**config.mk**
```make
export PLATFORM = sky130hd
export DESIGN_NAME = uci_command_token_classifier
export DESIGN_NICKNAME = d
export VERILOG_FILES = /design/src/sv/uct_pkg.sv /design/src/sv/uci_command_token_classifier.sv /design/src/sv/uct_front.sv /design/src/sv/uct_queue.sv /design/src/sv/uct_back.sv
export SDC_FILE = /design/constraint.sdc
export NUM_CORES = 1
export LEC_CHECK = 0
export ABC_AREA = 1
export BUFFER_PORTS_ARGS = -buffer_cell sky130_fd_sc_hd__buf_2
export CELL_PAD_IN_SITES_DETAIL_PLACEMENT = 1
export CELL_PAD_IN_SITES_GLOBAL_PLACEMENT = 1
export CORE_MARGIN = 4
export CORE_UTILIZATION = 42
export CTS_CLUSTER_DIAMETER = 30
export DETAILED_ROUTE_END_ITERATION = 7
export PLACE_DENSITY_LB_ADDON = 0.15
export REMOVE_ABC_BUFFERS = 1
export SKIP_CTS_REPAIR_TIMING = 1
export SLEW_MARGIN = 20
export SYNTH_ARGS = -nofsm -noshare
export SYNTH_HDL_FRONTEND = slang
export SYNTH_SLANG_ARGS = --single-unit
```
**constraint.sdc**
```tcl
create_clock -name clock -period 3.1 [get_ports clock]
set_clock_uncertainty 0.05 [all_clocks]
set_input_delay 0.62 -clock clock [delete_from_list [all_inputs] [get_ports clock]]
set_output_delay 0.62 -clock clock [all_outputs]
set_load 0.02 [all_outputs]
```
**src/sv/uct_pkg.sv**
```systemverilog
package uct_pkg;

   localparam int KwCount = 19;
   localparam int CharW   = 8;
   localparam int LenW    = 8;
   localparam int TypeW   = 5;
   localparam int SlashW  = 4;

   localparam logic [LenW-1:0]   MAX_LENGTH = 8'd255;
   localparam logic [SlashW-1:0] SLASH_MAX  = 4'd15;

   localparam logic [TypeW-1:0] TYPE_MOVE    = 5'd19;
   localparam logic [TypeW-1:0] TYPE_FENBODY = 5'd20;
   localparam logic [TypeW-1:0] TYPE_INT     = 5'd21;
   localparam logic [TypeW-1:0] TYPE_WORD    = 5'd22;
   localparam logic [TypeW-1:0] TYPE_END     = 5'd23;
   localparam logic [TypeW-1:0] TYPE_UNKNOWN = 5'd24;

   localparam logic [CharW-1:0] CH_SPACE = 8'h20;
   localparam logic [CharW-1:0] CH_SLASH = 8'h2F;
   localparam logic [CharW-1:0] CH_ZERO  = 8'h30;
   localparam logic [CharW-1:0] CH_LF    = 8'h0A;
   localparam logic [CharW-1:0] CH_CR    = 8'h0D;

   // keyword text, right justified, first character in the highest used byte
   localparam logic [79:0] KW_TEXT [KwCount] = '{
      80'("position"), 80'("moves"), 80'("uci"), 80'("go"), 80'("quit"),
      80'("isready"), 80'("setoption"), 80'("ucinewgame"), 80'("stop"),
      80'("startpos"), 80'("-"), 80'("depth"), 80'("wtime"), 80'("btime"),
      80'("winc"), 80'("binc"), 80'("perft"), 80'("fen"), 80'("d")
   };

   localparam logic [3:0] KW_LEN [KwCount] = '{
      4'd8, 4'd5, 4'd3, 4'd2, 4'd4, 4'd7, 4'd9, 4'd10, 4'd4,
      4'd8, 4'd1, 4'd5, 4'd5, 4'd5, 4'd4, 4'd4, 4'd5, 4'd3, 4'd1
   };

   typedef struct packed {
      logic [KwCount-1:0] alive;
      logic [LenW-1:0]    count;
      logic [SlashW-1:0]  slash;
      logic               digits;
      logic               letters;
      logic               move_ok;
      logic               zero_ok;
      logic               le_first;
   } tok_state_type;

   localparam tok_state_type TOK_RESET = '{
      alive:    {KwCount{1'b1}},
      count:    '0,
      slash:    '0,
      digits:   1'b1,
      letters:  1'b1,
      move_ok:  1'b1,
      zero_ok:  1'b1,
      le_first: 1'b0
   };

   typedef struct packed {
      logic [TypeW-1:0] tok_type;
      logic [LenW-1:0]  tok_len;
      logic             with_end;   // end-of-line result follows the token
   } rsp_entry_type;

   localparam int QDepth = 4;
   localparam int QPtrW  = $clog2(QDepth);

   function automatic logic [CharW-1:0] kw_char(input int k, input logic [3:0] pos);
      logic [79:0] t;
      logic [3:0]  sh;
      t  = KW_TEXT[k];
      sh = KW_LEN[k] - 4'd1 - pos;
      return CharW'(t >> {sh, 3'b000});
   endfunction

endpackage

```
**src/sv/uci_command_token_classifier.sv**
```systemverilog
// A request that ends a token pushes its result into the queue that feeds the output.
// One request per cycle while req_ready is high; a line end yields two results in turn.
// Results wait in a four-entry queue; req_ready drops only while that queue is full.
// Reset (synchronous, active high) restores the token state, clears the queue and the
// output sequencer; no result is valid in the cycle after reset.
module uci_command_token_classifier import uct_pkg::*; (
   input  logic             clock,
   input  logic             reset,
   input  logic             req_valid,
   output logic             req_ready,
   input  logic [CharW-1:0] req_char_code,
   input  logic             req_end_of_input,
   output logic             rsp_valid,
   input  logic             rsp_ready,
   output logic [TypeW-1:0] rsp_token_type,
   output logic [LenW-1:0]  rsp_token_length,
   output logic             rsp_end_marker
);

   rsp_entry_type push_entry;
   rsp_entry_type head_entry;
   logic          push;
   logic          pop;
   logic          q_full;
   logic          q_not_empty;

   uct_front u_front (
      .clock            (clock),
      .reset            (reset),
      .req_valid        (req_valid),
      .req_ready        (req_ready),
      .req_char_code    (req_char_code),
      .req_end_of_input (req_end_of_input),
      .q_full           (q_full),
      .q_push           (push),
      .q_entry          (push_entry)
   );

   uct_queue u_queue (
      .clock      (clock),
      .reset      (reset),
      .push       (push),
      .push_entry (push_entry),
      .full       (q_full),
      .pop        (pop),
      .head_entry (head_entry),
      .not_empty  (q_not_empty)
   );

   uct_back u_back (
      .clock            (clock),
      .reset            (reset),
      .head_entry       (head_entry),
      .not_empty        (q_not_empty),
      .pop              (pop),
      .rsp_valid        (rsp_valid),
      .rsp_ready        (rsp_ready),
      .rsp_token_type   (rsp_token_type),
      .rsp_token_length (rsp_token_length),
      .rsp_end_marker   (rsp_end_marker)
   );

endmodule

```
**src/sv/uct_front.sv**
```systemverilog
module uct_front import uct_pkg::*; (
   input  logic                clock,
   input  logic                reset,
   input  logic                req_valid,
   output logic                req_ready,
   input  logic [CharW-1:0]    req_char_code,
   input  logic                req_end_of_input,
   input  logic                q_full,
   output logic                q_push,
   output rsp_entry_type       q_entry
);

   tok_state_type tok_ff, tok_in;
   tok_state_type nxt;
   logic          accept;
   logic          is_space;

   function automatic logic is_digit(input logic [CharW-1:0] c);
      return (c >= 8'h30) && (c <= 8'h39);
   endfunction

   function automatic logic is_letter(input logic [CharW-1:0] c);
      return ((c >= 8'h41) && (c <= 8'h5A)) || ((c >= 8'h61) && (c <= 8'h7A));
   endfunction

   function automatic logic is_promo(input logic [CharW-1:0] c);
      return c == 8'h51 || c == 8'h71 || c == 8'h4E || c == 8'h6E ||
             c == 8'h42 || c == 8'h62 || c == 8'h52 || c == 8'h72;
   endfunction

   function automatic logic [TypeW-1:0] classify(input tok_state_type s);
      logic [TypeW-1:0] res;
      logic             found;
      res   = TYPE_UNKNOWN;
      found = 1'b0;
      for (int k = 0; k < KwCount; k++) begin
         if (!found && s.alive[k] && s.count == {4'd0, KW_LEN[k]}) begin
            res   = TypeW'(k);
            found = 1'b1;
         end
      end
      if (!found) begin
         if ((s.count == 8'd4 && s.zero_ok) ||
             ((s.count == 8'd4 || s.count == 8'd5) && s.move_ok))
            res = TYPE_MOVE;
         else if (s.slash == 4'd7)
            res = TYPE_FENBODY;
         else if (s.digits)
            res = TYPE_INT;
         else if (s.letters)
            res = TYPE_WORD;
         else if (s.le_first && s.count == 8'd1)
            res = TYPE_END;
         else
            res = TYPE_UNKNOWN;
      end
      return res;
   endfunction

   assign req_ready = !q_full;
   assign accept    = req_valid && req_ready;
   assign is_space  = req_char_code == CH_SPACE;

   // token state after taking in this character
   always_comb begin
      logic [LenW-1:0] p;
      p   = tok_ff.count;
      nxt = tok_ff;
      for (int k = 0; k < KwCount; k++) begin
         nxt.alive[k] = tok_ff.alive[k] && (p < {4'd0, KW_LEN[k]}) &&
                        (kw_char(k, p[3:0]) == req_char_code);
      end
      if (req_char_code == CH_SLASH && tok_ff.slash != SLASH_MAX)
         nxt.slash = tok_ff.slash + 4'd1;
      nxt.digits  = tok_ff.digits && is_digit(req_char_code);
      nxt.letters = tok_ff.letters && is_letter(req_char_code);
      if (p < 8'd4) begin
         if (p[0])
            nxt.move_ok = tok_ff.move_ok && is_digit(req_char_code);
         else
            nxt.move_ok = tok_ff.move_ok && is_letter(req_char_code);
      end else if (p == 8'd4) begin
         nxt.move_ok = tok_ff.move_ok && is_promo(req_char_code);
      end else begin
         nxt.move_ok = 1'b0;
      end
      nxt.zero_ok  = tok_ff.zero_ok && (p < 8'd4) && (req_char_code == CH_ZERO);
      nxt.le_first = (p == '0) && (req_char_code == CH_LF || req_char_code == CH_CR);
      if (tok_ff.count != MAX_LENGTH)
         nxt.count = tok_ff.count + 8'd1;
   end

   // a space reports the token as it stands; a last non-space byte is absorbed first
   always_comb begin
      q_push           = accept && (is_space || req_end_of_input);
      q_entry.with_end = req_end_of_input;
      if (is_space) begin
         q_entry.tok_type = classify(tok_ff);
         q_entry.tok_len  = tok_ff.count;
      end else begin
         q_entry.tok_type = classify(nxt);
         q_entry.tok_len  = nxt.count;
      end
      tok_in = tok_ff;
      if (accept)
         tok_in = (is_space || req_end_of_input) ? TOK_RESET : nxt;
   end

   always_ff @(posedge clock) begin
      if (reset)
         tok_ff <= TOK_RESET;
      else
         tok_ff <= tok_in;
   end

endmodule

```
**src/sv/uct_queue.sv**
```systemverilog
module uct_queue import uct_pkg::*; (
   input  logic          clock,
   input  logic          reset,
   input  logic          push,
   input  rsp_entry_type push_entry,
   output logic          full,
   input  logic          pop,
   output rsp_entry_type head_entry,
   output logic          not_empty
);

   rsp_entry_type         slot_ff [QDepth];
   logic [QPtrW-1:0]      wr_ptr_ff, wr_ptr_in;
   logic [QPtrW-1:0]      rd_ptr_ff, rd_ptr_in;
   logic [QPtrW:0]        fill_ff, fill_in;

   assign full       = fill_ff == (QPtrW+1)'(QDepth);
   assign not_empty  = fill_ff != '0;
   assign head_entry = slot_ff[rd_ptr_ff];

   always_comb begin
      wr_ptr_in = push ? wr_ptr_ff + 1'b1 : wr_ptr_ff;
      rd_ptr_in = pop  ? rd_ptr_ff + 1'b1 : rd_ptr_ff;
      fill_in   = fill_ff;
      if (push && !pop)
         fill_in = fill_ff + 1'b1;
      else if (pop && !push)
         fill_in = fill_ff - 1'b1;
   end

   always_ff @(posedge clock) begin
      if (push)
         slot_ff[wr_ptr_ff] <= push_entry;
   end

   always_ff @(posedge clock) begin
      if (reset) begin
         wr_ptr_ff <= '0;
         rd_ptr_ff <= '0;
         fill_ff   <= '0;
      end else begin
         wr_ptr_ff <= wr_ptr_in;
         rd_ptr_ff <= rd_ptr_in;
         fill_ff   <= fill_in;
      end
   end

endmodule

```
**src/sv/uct_back.sv**
```systemverilog
module uct_back import uct_pkg::*; (
   input  logic             clock,
   input  logic             reset,
   input  rsp_entry_type    head_entry,
   input  logic             not_empty,
   output logic             pop,
   output logic             rsp_valid,
   input  logic             rsp_ready,
   output logic [TypeW-1:0] rsp_token_type,
   output logic [LenW-1:0]  rsp_token_length,
   output logic             rsp_end_marker
);

   // set while the end-of-line result of the head entry is pending
   logic end_phase_ff, end_phase_in;
   logic take;

   assign rsp_valid = not_empty;
   assign take      = rsp_valid && rsp_ready;

   always_comb begin
      if (end_phase_ff) begin
         rsp_token_type   = TYPE_END;
         rsp_token_length = '0;
         rsp_end_marker   = 1'b1;
      end else begin
         rsp_token_type   = head_entry.tok_type;
         rsp_token_length = head_entry.tok_len;
         rsp_end_marker   = 1'b0;
      end
      pop          = 1'b0;
      end_phase_in = end_phase_ff;
      if (take) begin
         if (!end_phase_ff && head_entry.with_end) begin
            end_phase_in = 1'b1;
         end else begin
            pop          = 1'b1;
            end_phase_in = 1'b0;
         end
      end
   end

   always_ff @(posedge clock) begin
      if (reset)
         end_phase_ff <= 1'b0;
      else
         end_phase_ff <= end_phase_in;
   end

endmodule

```
Word-level counts from Yosys, hierarchy flattened
Memories as Yosys holds them, arrays and structs flattened. A register that Yosys moved wholly into a read port is not among the register bits.
Index checks and enable logic that the tools add are counted.
Word-level totals
  flip-flop bits (word level): 44
  bits in writable memories: 56
  output and inout bits: 16
  memories kept: 1
Cells by class
  add/subtract/negate cells: 15
  $lt $le $gt $ge: 15
  equal/unequal tests: 55
  shift-type cells: 19
  mux-type cells: 145
  reductions and logical operators: 193
Memory list
  u_queue.slot_ff: depth 4, bits a word 14, read ports 1, clocked after Yosys merged registers in 1, write ports 1, RTL line uct_queue.sv:12  | rsp_entry_type slot_ff [QDepth];
Operator list (number)
  $mux W5: 49
  $shr A39 B7 Y8 const A: 5
  $eq A8 B8 Y1: 19
  $logic_and A1 B1 Y1: 136
  $shr A63 B7 Y8 const A: 2
  $shr A31 B7 Y8 const A: 4
  $mux W1: 85
  $shr A79 B7 Y8 const A: 1
  $shr A71 B7 Y8 const A: 1
  $eq A8 B4 Y1 const B: 8
  $eq A8 B7 Y1 const B: 8
  $shr A55 B7 Y8 const A: 1
  $eq A8 B3 Y1 const B: 6
  $shr A23 B7 Y8 const A: 2
  $logic_not A1 Y1: 40
  $mux W36: 1
  $eq A8 B2 Y1 const B: 4
  $eq A8 B6 Y1 const B: 3
  $lt A8 B3 Y1 const B: 3
  $lt A8 B4 Y1 const B: 3
  $eq A8 B1 Y1 const B: 2
  $ge A8 B7 Y1 const B: 2
  $le A8 B7 Y1 const B: 2
  $lt A8 B2 Y1 const B: 2
  28 further kinds: 53

Logic depth before layout (Yosys ltp)
Gate-level depths: netlist of the first run.
  depth after elaboration: 99
  depth in mapped cells: 28
  depth with buffers taken out: 26

Cells and area by module
Synthesis of the first run repeated with hierarchy kept, for this count alone.
Unflattened totals
  cells, all modules: 1180
  area total of the unflattened synthesis: 8195.4 um2
Modules (own cells, without submodules)
  uct_front: times used 1, cells an instance 954, area an instance 5492.8 um2
  uct_queue: times used 1, cells an instance 194, area an instance 2539.9 um2
  uct_back: times used 1, cells an instance 32, area an instance 162.7 um2

Least setup slack after synthesis of the first run
OpenSTA, ideal clock, no wires.
  path type: register to register
  start point: register u_front.tok_ff[10] (netlist bit)
  end point: memory u_queue.slot_ff[0][11] (netlist bit), data pin
  arrival time: 3.177 ns
  slack: -0.306 ns
  stages on the path, launching flop included: 26
  path buffers: 1
  period minus slack after synthesis: 3.406 ns
  path through: dfxtp_1 > buf_4 > inv_1 > ha_1 > inv_2 > nand2_1 > nand2_4 > nand2_2 > nand2_1 > nor3_1 > nor2_1 > nand3_1 > nor2_1 > nand2_1 > nand2_1 > nor2_2 > nand4_2 > nor2_4 > nand4_4 > nor2_4 > o21ai_2 > o2111ai_2 > nand3_2 > nor2_2 > nand3_1 > a21oi_1
RTL lines
  start: declaration: RTL line uct_front.sv:13  | tok_state_type tok_ff, tok_in;
  start signal: assignment: RTL line uct_front.sv:113  | tok_ff <= tok_in;
  end: declaration: RTL line uct_queue.sv:12

==> results of run 1 <==
## tightest hold or removal path, cell delays in order (launching register included)
cell and delay (ns):
dfxtp_1 0.34, a21oi_1 0.07, o21ai_0 0.06
## worst min path at each step
| stage | endpoint | depth (start not counted) |
|---|---|---|
| floorplan | u_front.tok_ff[20]$_SDFFE_PP1P_ | 2 |
| global placement | u_front.tok_ff[24]$_SDFFE_PP1P_ | 2 |
| detailed placement | u_front.tok_ff[20]$_SDFFE_PP1P_ | 2 |
| CTS | u_front.tok_ff[20]$_SDFFE_PP1P_ | 2 |
| global route | u_front.tok_ff[7]$_SDFFE_PP0P_ | 2 |
| finish | u_front.tok_ff[20]$_SDFFE_PP1P_ | 2 |
## placed cells by master, fill, tap and decap left out, types with 15 or more instances in the layout
| cell type | n |
|---|---|
| a21oi_1 | 52 |
| buf_12 | 16 |
| buf_2 | 28 |
| buf_4 | 260 |
| dfxtp_1 | 41 |
| edfxtp_1 | 56 |
| inv_1 | 89 |
| inv_2 | 18 |
| nand2_1 | 212 |
| nand2_2 | 29 |
| nand2_4 | 15 |
| nand3_1 | 65 |
| nand3_2 | 23 |
| nand4_1 | 32 |
| nor2_1 | 155 |
| nor2_2 | 17 |
| nor2_4 | 16 |
| nor3_1 | 15 |
| o211ai_1 | 19 |
| o21ai_0 | 74 |
| xor2_1 | 28 |
## metal layers
metal	wire, um	global-route usage	vias up
li1	-	-	4430
met1	14870	0.3816	4793
met2	18650	0.5469	419
met3	2048	0.03363	149
met4	2028	0.1106	0
met5	0	0	-
## per-stage QoR
stage	setup TNS, ns	worst slack (ns)	hold WS [ns]	util
6_report	-10.02	-0.5978	0.4485	0.6238
4_1_cts	-14.80	-0.8423	0.4377	0.5662
3_5_place_dp	-13.24	-0.7588	0.4220	0.5483
5_1_grt	-13.08	-0.7285	0.4806	0.6238
2_1_floorplan	-8.408	-0.4680	0.3889	-
3_3_place_gp	-11.33	-0.6277	0.4000	0.5480
## sequential cells by signal, summed over array words and instances (netlist names), named ones only
name	count
u_back.end_phase_ff	1
u_front.tok_ff	36
u_queue.wr_ptr_ff	2
u_queue.rd_ptr_ff	2
u_queue.fill_ff	3
u_queue.slot_ff	56
## area by class of cell
| type | count | area (sq um) |
|---|---|---|
| well taps | 234 | 292.8 |
| clock buffers | 12 | 279.0 |
| repair buffers | 313 | 2521 |
| flip-flops and latches | 102 | 2616 |
| clock inverters | 4 | 56.30 |
| inverters | 120 | 485.5 |
| fillers | 2342 | 7037 |
| multi-input cells | 879 | 5418 |
## report_power, final
part	switching, mW	internal (mW)	leakage [nW]
sequential	0.133	1.56	0.897
clock	0.555	0.735	0.166
combinational	1.36	0.815	4.20
## synth_stat cells, types with 5 or more instances
| library cell | n | area [sq um] |
|---|---|---|
| nand2_1 | 244 | 915.9 |
| nor2_1 | 176 | 660.6 |
| inv_1 | 97 | 364.1 |
| nand3_1 | 87 | 435.4 |
| o21ai_0 | 78 | 390.4 |
| a21oi_1 | 59 | 295.3 |
| edfxtp_1 | 56 | 1682 |
| dfxtp_1 | 46 | 920.9 |
| nand4_1 | 32 | 200.2 |
| clkbuf_1 | 29 | 108.9 |
| xor2_1 | 29 | 254.0 |
| ha_1 | 25 | 312.8 |
| nor3_1 | 22 | 110.1 |
| o211ai_1 | 19 | 142.6 |
| inv_2 | 15 | 56.30 |
| buf_2 | 10 | 50.05 |
| nand2_2 | 9 | 56.30 |
| nor4_1 | 9 | 56.30 |
| nor2_2 | 7 | 43.79 |
| nor3b_1 | 6 | 45.04 |
| a21oi_2 | 5 | 43.79 |
| a22oi_1 | 5 | 37.54 |
| buf_4 | 5 | 37.54 |
| clkinv_1 | 5 | 18.77 |
| nor2_4 | 5 | 56.30 |
## logic make-up after synthesis
group / synth area share
simple gates: 0.3487
compound gates: 0.1585
buf+inv: 0.08733
flops: 0.3267
xor+xnor: 0.03707
fa+ha+maj: 0.04178
==> results_dict.tcl, run 1 <==
set metrics [dict create \
    outcome "complete, but fails checks" \
    violations "setup timing" \
    r2r-start "u_front.tok_ff[10]$_SDFFE_PP0P_" \
    drt_iter0_drc 681 \
    avgSynthCellArea_sq_um 6.933 \
    cp_slowest_stage_delay_ns 0.35 \
    via_per_inst 5.884 \
    die_y_um 145.7 \
    setup_ws_ns -0.5978 \
    crit_path_top_delay_cell "dfxtp_2" \
    overflow 0 \
    ir_worst_vdd_mv 0.2274 \
    n_antenna_cell 0 \
    drv_slew 0 \
    setup_viol 20 \
    syn_area_sq_um 7966 \
    ys_ff_latch 102 \
    yosys_warnings 0 \
    r2r_end "u_queue.slot_ff[1][12]$_DFFE_PP_" \
    p_total_mw 5.164 \
    critPathBufInv 4 \
    p_per_area_nw_per_um2 442.5 \
    die-area_sq_um 21230 \
    async_flop_share 0 \
    syn_inst 1149 \
    grt_pass1_wl_mm 51.95 \
    path_max_fanout 7 \
    cts_tree "done" \
    cts_sinks 102 \
    vias 9791 \
    synth_edf_count 56 \
    crit_required_ns 3.14 \
    coreArea_sq_um 18710 \
    cp-start-kind "register" \
    stdcell_count 1664 \
    drv_cap 0 \
    insertion_delay_ns 0.36 \
    wl_per_cell_um 22.59 \
    numCtsBuffers 9 \
    cp-startpoint "u_front.tok_ff[10]$_SDFFE_PP0P_" \
    cts_max_path_buffers 2 \
    finalHoldViolations 0 \
    fin_crit_ns 3.698 \
    max-slew-margin-rel 0.4635 \
    start_util 0.4259 \
    period_share 1.193 \
    routabilityCongestion 1.005 \
    yosysSeqAreaShare 0.3267 \
    placedCellCount 1615 \
    drt-pass1-iter-count 5 \
    fmax_mhz 270.4 \
    leakage_nw 5.264 \
    wirelength_mm 37.59 \
    rsz0062_at_grt "yes" \
    dp_hpwl_mm 26.09 \
    grt_max_degree 37 \
    syn_to_final_growth_pct 46.47 \
    hold_class "reg2reg" \
    worstHoldStart "u_front.tok_ff[20]$_SDFFE_PP1P_" \
    root_buffer "clkbuf_16" \
    cp_cell_sequence "buf_6 -> buf_4 -> ha_1 -> buf_4 -> inv_1 -> a21oi_4 -> nand2_1 -> nor2_1 -> nor2_1 -> nand4_1 -> nand4_4 -> nor2_4 -> nand4_4 -> nor2_4 -> o21ai_4 -> o2111ai_4 -> nand2_1 -> a21oi_1 -> a21oi_4" \
    critPathCapture "u_queue.slot_ff[1][12]$_DFFE_PP_" \
    r2r_cells 19 \
    finish.instance_area_sq_um 11670 \
    cpLargestDelayFamily "simple AND/OR/NAND/NOR gates" \
    grt_pass1_vias 9540 \
    die_width_um 145.7 \
    ant_nets 0 \
    endpoint_kind "register" \
    ios 29 \
    fin_nets 1464 \
    drive_gt1_frac 0.3650 \
    regToRegSetupSlack_ns -0.60 \
    synth_cell_types 61 \
    track_usage 0.3061 \
    io_buffers 28 \
    dpl_cell_area_sq_um 10260 \
    core.rowCount 50 \
    path_depth 19 \
    antenna_found_initial 0 \
    route.detailed.drc 0 \
    worst_pin_slew_ns 0.8004 \
    critPathArrivalTime_ns 3.74 \
    cts_max_level 3 \
    synthFlopType "edfxtp_1" \
    crit_type "reg2reg" \
    cts.clk_slew.worst_paths_ns 0.08 \
]
(Power assumes the default switching activity.)
==> inputs of run 2 (changes only) <==
Settings changed: CORE_UTILIZATION 42 to 46.
Clock period 3.1 ns to 4.1 ns, I/O delays scaled along.
==> run 2 against run 1 <==
The flow now finishes without violations. First-iteration DRC count is 20% lower. Worst hold slack worse by 0.0045 ns. Non-clock buffer count is 231 lower. Global-route usage is 0.46 points higher. Cell area is 23% lower. Sequential share of layout area is 6.7 points higher. Cell count is 15% lower. Clock-buffer cell count is 1 lower. Via count is 14% lower. Combinational power is 41% lower. Die area is 8.2% lower. Largest cell class unchanged. Largest power group unchanged.
==> results_dict.tcl, run 2 (same netlist as run 1, synthesis figures left out) <==
set metrics [dict create \
    outcome "complete, no violations" \
    die_width_um 139.6 \
    cp_cell_sequence "buf_6 -> ha_1 -> nand2_1 -> inv_2 -> nand2_1 -> nor2_2 -> nand2_1 -> nand2_1 -> nand2_1 -> inv_2 -> nand4_1 -> buf_4 -> nor2_4 -> nand4_1 -> nand4_4 -> nor2_4 -> o21ai_2 -> nand2_1 -> inv_2 -> nand3_2 -> nor2_2 -> nand3_1 -> a21oi_2" \
    wl_per_cell_um 21.49 \
    final_core_util 0.5346 \
    vias 8392 \
    finalHoldViolations 0 \
    syn_to_final_growth_pct 12.47 \
    ant_nets 0 \
    grt_max_degree 38 \
    crit_top_cell "nand2_1" \
    cpLargestDelayFamily "simple AND/OR/NAND/NOR gates" \
    drt_iter0_drc 546 \
    placedCellCount 1398 \
    leakage_nw 3.902 \
    setup_viol 0 \
    crit_path_top_delay_cell "dfxtp_1" \
    core.rowCount 47 \
    largest_reg_flops 56 \
    routabilityCongestion 1.015 \
    hold_class "reg2reg" \
    n_antenna_cell 0 \
    stdcell_count 1418 \
    fin_nets 1232 \
    wirelength_mm 30.48 \
    track_usage 0.3107 \
    drv_slew 0 \
    die-area_sq_um 19490 \
    via_per_inst 5.918 \
    critPathArrivalTime_ns 3.94 \
    coreArea_sq_um 16760 \
    ir_worst_vdd_mv 0.3183 \
    cp-start-kind "register" \
    io_buffers 28 \
    final_common_cell "nand2_1" \
    antenna_found_initial 0 \
    crit_type "reg2reg" \
    ios 29 \
    dp_hpwl_mm 22.97 \
    start_util 0.4753 \
    period_share 0.9287 \
    max-slew-margin-rel 0.4391 \
    fin_crit_ns 3.808 \
    cp_slowest_stage_delay_ns 0.37 \
    drt-pass1-iter-count 5 \
    die_y_um 139.6 \
    grt_pass1_vias 8404 \
    cts_sinks 102 \
    endpoint_kind "register" \
    insertion_delay_ns 0.35 \
    grt_pass1_wl_mm 47.52 \
    cts_tree "done" \
    cts.clk_slew.worst_paths_ns 0.07 \
    layout_common_cells "242 x nand2_1, 170 x nor2_1, 95 x inv_1" \
    fin_tns_setup_ns 0 \
    p_per_area_nw_per_um2 387.5 \
    dpl_cell_area_sq_um 8534 \
    fmax_mhz 262.6 \
    worst_pin_slew_ns 0.8405 \
    root_buffer "clkbuf_16" \
    numCtsBuffers 9 \
    finish.instance_area_sq_um 8960 \
    dp_slack_ns 0.06432 \
    path_max_fanout 14 \
    setup_ws_ns 0.2923 \
    reg_top3 "u_queue.slot_ff (56), u_front.tok_ff (36), u_queue.fill_ff (3)" \
    route.detailed.drc 0 \
    overflow 0 \
    cts_max_level 3 \
    critPathBufInv 5 \
    largest_register "u_queue.slot_ff" \
    drive_gt1_frac 0.1544 \
    cts_max_path_buffers 2 \
    crit_required_ns 4.23 \
    drv_cap 0 \
]
==> run 2: cell types whose count changed in the layout (fill, tap and decap cells not counted), moves of 9 or more <==
cell,previous run,this run
buf_12,16,0
buf_4,260,52
ha_1,11,25
ha_4,11,0
nand2_1,212,242
nand2_2,29,11
nand2_4,15,3
nand3_1,65,87
nand3_2,23,4
nor2_1,155,170
nor2_4,16,7
==> run 2: through the flow <==
| step | total power, mW | hold slack [ns] |
|---|---|---|
| after detailed placement | 2.557 | 0.4368 |
| after floorplan | 2.093 | 0.3889 |
| after global routing | 3.678 | 0.4770 |
| after global placement | 2.517 | 0.3985 |
| final | 3.472 | 0.4440 |
| after CTS | 3.460 | 0.4474 |
==> run 2: layout make-up <==
class | count | area [sq um]
Clock buffer | 11 | 242.7
Clock inverter | 5 | 65.06
Fill cell | 2195 | 7800
Inverter | 120 | 473.0
Multi-Input combinational cell | 878 | 4746
Sequential cell | 102 | 2605
Tap cell | 220 | 275.3
Timing Repair Buffer | 82 | 553.0
==> run 2: where the power goes <==
| part | switching (mW) | total [mW] | internal, mW | leakage (nW) |
|---|---|---|---|---|
| sequential | 0.0965 | 1.28 | 1.18 | 0.894 |
| combinational | 0.897 | 1.29 | 0.397 | 2.86 |
| clock | 0.401 | 0.899 | 0.497 | 0.144 |
| total | 1.39 | 3.47 | 2.08 | 3.90 |
==> run 2: per-layer routing <==
layer | vias up | wire length (um) | GRT usage
met3 | 89 | 1551 | 0.03636
li1 | 3946 | - | -
met1 | 4062 | 12510 | 0.3873
met4 | 0 | 1369 | 0.1387
met2 | 295 | 15040 | 0.5412
met5 | - | 0 | 0
==> run 2: worst min-delay path: cells and delay by family (launching register included) <==
kind | cells | cell delay [ns]
flip-flops | 1 | 0.33
AND/OR/NAND/NOR | 1 | 0.07
AO/OA/AOI/OAI | 1 | 0.05
==> run 2: worst paths after layout <==
path | endpoint | startpoint | slack [ns] | depth (start not counted)
worst min-delay path | u_front.tok_ff[6]$_SDFFE_PP0P_ | u_front.tok_ff[6]$_SDFFE_PP0P_ | 0.44 | 2
worst min register to register | u_front.tok_ff[6]$_SDFFE_PP0P_ | u_front.tok_ff[6]$_SDFFE_PP0P_ | 0.44 | 2
worst max-delay path | u_queue.slot_ff[1][11]$_DFFE_PP_ | u_front.tok_ff[10]$_SDFFE_PP0P_ | 0.29 | 23
worst max register to register | u_queue.slot_ff[1][11]$_DFFE_PP_ | u_front.tok_ff[10]$_SDFFE_PP0P_ | 0.29 | 23
==> inputs of run 3 (changes only) <==
Settings changed: CELL_PAD_IN_SITES_GLOBAL_PLACEMENT 1 to 2, CORE_ASPECT_RATIO from default to 0.75, CORE_MARGIN 4 to 10, CORE_UTILIZATION 46 to 36.
==> run 3 against run 2 <==
Global-route usage down 9.1 points. Utilization down 12 points. Worst hold slack worse by 0.0060 ns. Critical path depth unchanged. Worst setup slack lost 0.0082 ns. Critical endpoint is now u_queue.slot_ff[2][11]$_DFFE_PP_. Register-to-register slack barely moved. Clock power down 2%. Largest power group unchanged.
==> results_dict.tcl, run 3 (same netlist as run 1, synthesis figures left out) <==
set metrics [dict create \
    outcome "complete, no violations" \
    seqPwrFrac 0.368 \
    io_buffers 28 \
    regToRegSetupSlack_ns 0.28 \
    n_fill_cell 2807 \
    rsz0062_at_grt "no" \
    critPathArrivalTime_ns 3.94 \
    vias 8207 \
    fmax_mhz 262.1 \
    endpoint_kind "register" \
    r2r_end "u_queue.slot_ff[2][11]$_DFFE_PP_" \
    holdPathStages 2 \
    drv_cap 0 \
    overflow 0 \
    multi_input_area_sq_um 4708 \
    p_switching_mw 1.453 \
    worst_pin_slew_ns 1.117 \
    crit_required_ns 4.23 \
    max-slew-margin-rel 0.2484 \
    die-area_sq_um 28540 \
    setup_ws_ns 0.2842 \
    via_per_inst 5.482 \
    grt_pass1_wl_mm 48.74 \
    critPathCapture "u_queue.slot_ff[2][11]$_DFFE_PP_" \
    switching_share 0.4183 \
    grt_pass1_vias 8186 \
    path_max_fanout 10 \
    r2r-start "u_front.tok_ff[11]$_SDFFE_PP0P_" \
    syn_to_final_growth_pct 13.82 \
    cts_tree "done" \
    drive_gt1_frac 0.1521 \
    reg_top3 "u_queue.slot_ff (56), u_front.tok_ff (36), u_queue.fill_ff (3)" \
    wirelength_mm 31.33 \
    antenna_found_initial 0 \
    routabilityCongestion 0.9675 \
    leakage_nw 3.934 \
    fin_nets 1237 \
    finalHoldViolations 0 \
    drt_iter0_drc 743 \
    ant_nets 0 \
    drv_slew 0 \
    comb_power_share 0.378 \
    numCtsBuffers 9 \
    setup_viol 0 \
    core.rowCount 47 \
    period_share 0.9307 \
    ios 29 \
    root_buffer "clkbuf_16" \
    insertion_delay_ns 0.35 \
    dp_hpwl_mm 24.56 \
    dp_slack_ns 0.1603 \
    coreArea_sq_um 21930 \
    crit_type "reg2reg" \
    start_util 0.3632 \
    cts_max_path_buffers 2 \
    track_usage 0.2193 \
    fin_crit_ns 3.816 \
    ir_worst_vdd_mv 0.2136 \
    wl_per_cell_um 20.93 \
    cts_max_level 3 \
    drt-pass1-iter-count 5 \
    regArea_sq_um 2604 \
    fin_tns_setup_ns 0 \
    n_antenna_cell 0 \
    die_width_um 191.8 \
    cp-startpoint "u_front.tok_ff[11]$_SDFFE_PP0P_" \
    p_total_mw 3.475 \
    largest_reg_flops 56 \
    p_per_area_nw_per_um2 383.2 \
    clkPwrFrac 0.254 \
    cts.clk_slew.worst_paths_ns 0.08 \
    die_y_um 148.8 \
    hold_class "reg2reg" \
    cp-start-kind "register" \
    layout_common_cells "242 x nand2_1, 173 x nor2_1, 96 x inv_1" \
    r2r_cells 23 \
    route.detailed.drc 0 \
    p_int_mw 2.021 \
    cts_sinks 102 \
    largest_register "u_queue.slot_ff" \
    final_common_cell "nand2_1" \
    grt_max_degree 38 \
]
-- run 3: cell count changes in the layout (fill, tap and decap cells not counted), moves of 2 or more --
cell | before | now
a21oi_1 | 54 | 56
a21oi_2 | 10 | 8
buf_12 | 0 | 2
buf_4 | 52 | 57
buf_6 | 2 | 0
clkinv_8 | 1 | 3
clkinvlp_4 | 2 | 0
nor2_1 | 170 | 173
nor2_2 | 11 | 9
-- run 3: stage by stage --
stage | util | hold WS, ns | instances | instance area (sq um)
global placement | 0.3972 | 0.4017 | 1480 | 8712
global route | 0.4134 | 0.4691 | 1497 | 9067
CTS | 0.4112 | 0.4399 | 1496 | 9019
detailed placement | 0.3972 | 0.4203 | 1480 | 8712
finish | 0.4134 | 0.4380 | 1497 | 9067
floorplan | - | 0.3889 | 1100 | 7744
-- run 3: worst min-delay path by stage --
stage | startpoint | end | slack (ns)
global placement | u_front.tok_ff[24]$_SDFFE_PP1P_ | u_front.tok_ff[24]$_SDFFE_PP1P_ | 0.40
detailed placement | u_front.tok_ff[24]$_SDFFE_PP1P_ | u_front.tok_ff[24]$_SDFFE_PP1P_ | 0.42
global route | u_front.tok_ff[6]$_SDFFE_PP0P_ | u_front.tok_ff[6]$_SDFFE_PP0P_ | 0.47
floorplan | u_front.tok_ff[20]$_SDFFE_PP1P_ | u_front.tok_ff[20]$_SDFFE_PP1P_ | 0.39
CTS | u_front.tok_ff[24]$_SDFFE_PP1P_ | u_front.tok_ff[24]$_SDFFE_PP1P_ | 0.44
finish | u_front.tok_ff[7]$_SDFFE_PP0P_ | u_front.tok_ff[7]$_SDFFE_PP0P_ | 0.44
-- run 3: area by class of cell --
type | instances | area share
Timing Repair Buffer | 87 | 0.06706
Sequential cell | 102 | 0.2872
Tap cell | 294 | 0.04057
Clock buffer | 9 | 0.02484
Clock inverter | 7 | 0.008969
Inverter | 120 | 0.05216
Multi-Input combinational cell | 878 | 0.5192
-- run 3: layer usage --
layer  routed length (um)  vias to the layer above  global-route usage
met4                  330                        0             0.03196
met1                16300                     4014              0.3294
met3                 1883                       23             0.04509
met5                    0                        -                   0
li1                     -                     3964                   -
met2                12820                      206              0.3184
-- run 3: power groups by stage --
| stage | Sequential, mW | Combinational (mW) | Clock (mW) |
|---|---|---|---|
| finish | 1.28 | 1.31 | 0.882 |
| global route | 1.29 | 1.46 | 0.937 |
| CTS | 1.28 | 1.30 | 0.901 |
| detailed placement | 1.30 | 1.29 | 0 |
| global placement | 1.30 | 1.28 | 0 |
| floorplan | 1.29 | 0.805 | 0 |
-- run 3: critical path, cell delays in order, from the launching register on --
cell	delay, ns
dfxtp_1	0.40
inv_2	0.14
ha_1	0.37
nor2_4	0.29
inv_1	0.12
nor2_1	0.19
o21ai_0	0.12
a21oi_1	0.17
buf_4	0.16
nand2_1	0.06
nor4_2	0.14
buf_4	0.17
nand2_1	0.08
nand4_2	0.13
nor2_4	0.05
nand4_4	0.10
nor2_4	0.05
o21ai_2	0.09
nand2_1	0.09
inv_2	0.08
nand3_2	0.07
nor2_2	0.16
nand3_1	0.11
a21oi_2	0.22
